--- src/sv/aoe_pkg.sv ---
package aoe_pkg;

    // register indexes on the configuration channel
    typedef enum logic [0:0] {
        CFG_IMAGE_WIDTH     = 1'b0,
        CFG_ALPHA_THRESHOLD = 1'b1
    } cfg_index_t;

    localparam logic [12:0] WIDTH_RST     = 13'd4096;
    localparam logic [7:0]  THRESHOLD_RST = 8'd92;
    localparam logic [12:0] ROW_SAT       = 13'h1FFF;

    localparam int OUT_DEPTH = 4;
    localparam int OUT_PTR_W = 2;
    localparam int OUT_CNT_W = 3;

    // line store write side: opacity history and edge bit of one column
    typedef struct packed {
        logic       opq_en;
        logic [2:0] opq_data;
        logic       edge_en;
        logic       edge_data;
    } line_wr_t;

    // line store read side, already forwarded and fill-checked
    typedef struct packed {
        logic [2:0] opq_here;
        logic [2:0] opq_side;
        logic       edge_above;
    } line_rd_t;

    typedef struct packed {
        logic        last;
        logic [11:0] row;
        logic [11:0] col;
        logic        outline;
    } result_t;

endpackage

--- src/sv/aoe_out_fifo.sv ---
module aoe_out_fifo (
    input  logic                              clk,
    input  logic                              rst_n,
    input  logic                              push,
    input  aoe_pkg::result_t                  push_data,
    output logic                              out_valid,
    input  logic                              out_ready,
    output aoe_pkg::result_t                  out_data,
    output logic [aoe_pkg::OUT_CNT_W-1:0]     count
);

    aoe_pkg::result_t buf_reg [aoe_pkg::OUT_DEPTH];

    logic [aoe_pkg::OUT_PTR_W-1:0] wr_ptr_reg;
    logic [aoe_pkg::OUT_PTR_W-1:0] rd_ptr_reg;
    logic [aoe_pkg::OUT_CNT_W-1:0] cnt_reg;
    logic [aoe_pkg::OUT_CNT_W-1:0] cnt_next;
    logic                          pop;

    assign out_valid = (cnt_reg != '0);
    assign pop       = out_valid && out_ready;
    assign out_data  = buf_reg[rd_ptr_reg];
    assign count     = cnt_reg;

    always_comb
    begin
        cnt_next = cnt_reg;
        if (push && !pop)
            cnt_next = cnt_reg + 1'b1;
        else if (pop && !push)
            cnt_next = cnt_reg - 1'b1;
    end

    always_ff @(posedge clk)
    begin
        if (push)
        begin
            buf_reg[wr_ptr_reg] <= push_data;
        end
    end

    always_ff @(posedge clk or negedge rst_n)
    begin
        if (!rst_n)
        begin
            wr_ptr_reg <= '0;
            rd_ptr_reg <= '0;
            cnt_reg    <= '0;
        end
        else
        begin
            if (push)
                wr_ptr_reg <= wr_ptr_reg + 1'b1;
            if (pop)
                rd_ptr_reg <= rd_ptr_reg + 1'b1;
            cnt_reg <= cnt_next;
        end
    end

    a_no_overflow: assert property (@(posedge clk) disable iff (!rst_n)
        push |-> (cnt_reg < aoe_pkg::OUT_CNT_W'(aoe_pkg::OUT_DEPTH)) || pop)
        else $error("result queue written while full");

endmodule

--- config.mk ---
export PLATFORM = sky130hd
export DESIGN_NAME = aoe_out_fifo
export DESIGN_NICKNAME = d
export VERILOG_FILES = /design/src/sv/aoe_pkg.sv /design/src/sv/aoe_out_fifo.sv
export SDC_FILE = /design/constraint.sdc
export NUM_CORES = 1
export LEC_CHECK = 0
export ABC_AREA = 1
export BUFFER_PORTS_ARGS = -buffer_cell sky130_fd_sc_hd__clkbuf_2
export CAP_MARGIN = 5
export CELL_PAD_IN_SITES_DETAIL_PLACEMENT = 1
export CELL_PAD_IN_SITES_GLOBAL_PLACEMENT = 2
export CORE_ASPECT_RATIO = 0.7
export CORE_MARGIN = 8
export CORE_UTILIZATION = 36
export DETAILED_ROUTE_END_ITERATION = 12
export GPL_TIMING_DRIVEN = 0
export PLACE_DENSITY_LB_ADDON = 0.1
export SLEW_MARGIN = 0
export SYNTH_ARGS = -nofsm -noshare
export SYNTH_HDL_FRONTEND = slang
export SYNTH_SLANG_ARGS = --single-unit
--- constraint.sdc ---
create_clock -name clk -period 1.8 [get_ports clk]
set_clock_uncertainty 0.15 [all_clocks]
set_input_delay 0.36 -clock clk [delete_from_list [all_inputs] [get_ports clk]]
set_output_delay 0.36 -clock clk [all_outputs]
set_load 0.1 [all_outputs]
## Word level (Yosys, flattened, before mapping)

Memories as Yosys holds them, arrays and structs flattened.
Index checks and enable logic that the tools add are counted.

| storage, ports and cells | value |
|---|---|
| register bits | 7 |
| bits in writable memories | 104 |
| input port bits | 30 |
| output and inout bits | 30 |
| word-level logic and storage cells | 19 |
| memories | 1 |

| cells by class | value |
|---|---|
| add/subtract/negate cells | 4 |
| multiplexer cells | 4 |
| reductions and logical operators | 7 |

Memory list:

| name | depth | bits a word | read ports | clocked after memory_dff | write ports | RTL line | source |
|---|---|---|---|---|---|---|---|
| buf_reg | 4 | 26 | 1 | 0 | 1 | aoe_out_fifo.sv:12 | `aoe_pkg::result_t buf_reg [aoe_pkg::OUT_DEPTH];` |

Operator list:

| operator | count |
|---|---|
| 3-bit 2-to-1 mux | 2 |
| 2-bit by 1-bit adder with 2-bit output (second input constant) | 2 |
| 3-bit by 1-bit adder with 3-bit output (second input constant) | 1 |
| 1-bit logical AND | 3 |
| 3-bit nonzero test | 1 |
| 3-bit by 1-bit subtractor with 3-bit output (second input constant) | 1 |
| 1-bit logical NOT | 2 |
| 1-bit 2-to-1 mux | 2 |
| 2-bit nonzero test | 1 |

## Depth between registers and ports, before layout

| depth | value |
|---|---|
| depth after elaboration | 5 |
| depth in mapped cells | 11 |

## Least setup slack after synthesis

No wires, ideal clock.

| path | value |
|---|---|
| path kind | register to register |
| from | register cnt_reg, in the netlist count[0] |
| to | register cnt_reg, in the netlist count[1] |
| arrival | 2.793 ns |
| slack | -1.263 ns |
| stages on the path, launching flop included | 9 |
| buffers on the path | 0 |
| cells stage by stage | dfrtp_1 nor2_1 nand2_1 nand2_1 ha_1 inv_1 fa_1 nand2_1 nand2_1 |

| between the ends | value |
|---|---|
| word-level cells in the longest chain between the ends | 5 |
| elaborated cells on any way between the ends | 10 |
| classes of those cells | add/sub: 2; mux: 2; reduce/logical: 6 |

RTL lines:

| item | RTL line | source |
|---|---|---|
| start, declared | aoe_out_fifo.sv:16 | `logic [aoe_pkg::OUT_CNT_W-1:0] cnt_reg;` |
| start signal, assigned | aoe_out_fifo.sv:56 | `cnt_reg <= cnt_next;` |
| 3-bit nonzero test | aoe_out_fifo.sv:20 | `assign out_valid = (cnt_reg != '0);` |
| named net out_valid | aoe_out_fifo.sv:6 | `output logic out_valid,` |
| 1-bit logical AND | aoe_out_fifo.sv:21 | `assign pop = out_valid && out_ready;` |
| 1-bit logical NOT | aoe_out_fifo.sv:28 | `if (push && !pop)` |
| 1-bit logical AND | aoe_out_fifo.sv:28 |  |
| 3-bit 2-to-1 mux | aoe_out_fifo.sv:28 |  |
| named net cnt_next, one bit | aoe_out_fifo.sv:17 | `logic [aoe_pkg::OUT_CNT_W-1:0] cnt_next;` |

The timed path passes the listed nets, and every way through them passes these cells. The select of a mux whose other input is x is not followed.
A chain may end at the register's enable or synchronous reset.

==> results.md <==
* Rows at 35
* P&R area growth vs syn at 39.97%
* Crit path launch type: register
* Ant. Diodes at 0
* Number of remaining DRC errors at 0
* Syn Nets at 393
* Clk slew on worst S/H paths at approximately 70 ps
* CP Class: register to output pin
* Final period util at 118.3%
* Starting density of the core at 36.91%
* Clk_lat worst skew at 340 ps
* Final hold vios at 0
* RR Startpoint: count[1]$_DFFE_PN0P_
* Largest cells by area after synthesis: edfxtp_1 (64%), o211ai_2 (13%), nand2_1 (7.6%), inv_1 (4.9%), dfrtp_1 (3.6%)
* Grt total ovfl at 0
* HP Start: push_data[2]
* Crit path from: rd_ptr_reg[0]$_DFFE_PN0P_
* Max clock buf depth at 2
* Post-route ant nets at 0
* Critical path depth at 7
* Vias at roughly 3000
* Slew Limit Fails at 0
* Netlist cell types at 22
* Routed WL per cell at 18.35 µm
* Layout cell share with drive strength beyond 1 at ~46%
* Status: finished with violations
* Vias in the first global route at around 3200
* Endpoints failing setup at 29
* #FFs+latches synth at around 110
* RSZ-0062 raised after global routing: yes
* CTS tree: yes
* Tot GR Track Use at a little over an eighth
* Largest net degree at the start of global routing at 19
* Via density per instance at between 4 and 5
* WL final at between 10000 and 15000 µm
* Initial DRC Count at between 100 and 150
* Fillers at approximately 1300
* Sequential-to-total area share from yosys stat at between 60% and 70%
* Die Ht at roughly 110 µm
* Clock sink count at about 110
* Hold path depth at 1
* Worst Reg-to-Reg Cells at 10
* Cell breakdown of the critical path: inv_2, buf_6, clkbuf_16, nand2_1, o211ai_2, nand2_2, clkbuf_16
* Top Family by Delay on Critical Path: buffers and inverters
* WP data required at 1290 ps
* Buf/Inv on CP at 4
* Post-synth top area share at around 64%
* Worst slew margin at between 60% and 70%
* Slowest cell on the critical path: dfrtp_1
* Crit end category: output pin
* Core area at around 0.013 mm²
* Placed cell count at between 600 and 700
* Final net count at roughly 490
* Post-layout minimum cycle time at ~2100 ps
* H-tree depth at 3
* Worst Path Max Fanout at 5
* HP Class: input port to register
* Worst-margin pin slew at 544.2 ps
* CP arrival at approximately 1600 ps
* Final cell count without fillers at 646
* Slowest Stage Delay on Critical Path at 400 ps
* Die Area at ~0.018 mm²
* Avg Cell Area, Syn at between 10 and 15 µm²
* Placer Congestion at 0.6514
* Failing checks: setup timing
* Dominant cell type by area after synthesis: edfxtp_1
* Clk root buf: clkbuf_16
* Worst setup margin at -328.7 ps
* Crit path top cell by count: clkbuf_16
* Die W at 154.9 µm
* Syn Inst Count at about 360
* Drt pass-1 iters at 4
* Initial antenna violation count at 0
* First-pass GRT wire length at 18080 µm
* Port Buffer Count at around 60
* Fmax at 0.4698 GHz
* Dpl hpwl at approximately 7300 µm
* CTS buffer count at 9
* Area of the multi-input gates at approximately 0.0013 mm²
* Setup_tns at -7855 ps
* Reg area at 0.003309 mm²
* # IOs at 60
* YS warnings at 0
* MaxCap Viol Count at 0
* Number of flip-flops in the largest register at around 100
* Synthesized cell area at 0.004865 mm²
[worst paths after layout]
| path | end | slack, ps |
|---|---|---|
| max | out_data[3] | -330 |
| min | buf_reg[2][2]$_DFFE_PP_ | 90 |
| max reg2reg | count[2]$_DFFE_PN0P_ | -50 |
| min reg2reg | count[2]$_DFFE_PN0P_ | 400 |
| max in group asynchronous | count[1]$_DFFE_PN0P_ | 1040 |
| min in group asynchronous | count[0]$_DFFE_PN0P_ | 260 |
[metrics by stage]
stage / hold slack (ps) / worst slack [ps] / util (%) / instance area [µm²]
2_1_floorplan: -85.59 / -299.9 / - / 4987
3_3_place_gp: 71.61 / -616.0 / 41.83 / 5514
3_5_place_dp: 70.71 / -606.8 / 42.25 / 5569
4_1_cts: 75.79 / -339.3 / 50.47 / 6653
5_1_grt: 73.58 / -424.7 / 51.66 / 6809
6_report: 86.25 / -328.7 / 51.66 / 6809
[layout make-up]
type	instances	share of cell area [%]
buffer	17	4.079
timing repair inverter	2	0.2205
clock buffer	9	3.308
multi-input combinational	164	18.58
sequential	111	48.60
timing repair buffer	87	16.80
tap	185	3.399
clock inverter	6	1.029
inverter	65	3.987
[cell families (layout without fill, tap and decap cells)]
logic type / Yosys count / in the layout / share of synthesized area [%]
AO/OA/AOI/OAI: 53 / 53 / 13.17
adder cells (fa/ha/maj): 6 / 6 / 1.698
buffers and inverters: 82 / 186 / 8.899
flip-flops: 111 / 111 / 67.80
AND/OR/NAND/NOR: 103 / 103 / 8.076
XOR/XNOR: 2 / 2 / 0.3601
[synth_stat cells (all sizes together)]
cell type,count
buf,16
clkbuf,1
clkinv,1
dfrtp,7
edfxtp,104
fa,1
ha,5
inv,64
nand2,98
nand3,3
nand4,1
nor2,1
o211ai,52
o21ai,1
xnor2,1
xor2,1
[placed cells by master (no fill, tap or decap), drive strengths merged, types with 2 or more instances in the layout]
cell      count
clkinvlp      8
o211ai       52
edfxtp      104
dfrtp         7
nand3         3
clkinv        2
ha            5
buf          43
nand2        98
clkbuf       69
inv          62
[timing repair]
action / 4_1_cts / 5_1_grt
hold buffers: 1 / 0
hold endpoints to repair: 7 / 0
pin swaps: 3 / 6
setup endpoints to repair: 114 / 43
cloned: 2 / 3
gates resized for setup: 114 / 12
buffers inserted: 18 / 4
[per-layer routing]
metal | GRT usage [%] | up-vias | routed length (µm)
li1 | - | 1419 | -
met1 | 17.30 | 1494 | 5528
met2 | 23.31 | 50 | 5747
met3 | 3.656 | 8 | 486
met4 | 2.928 | 0 | 89
met5 | 0 | - | 0
Power is left out: the tool's default activity adds up to more than one toggle a clock period on the data nets, which glitch-free logic cannot reach.
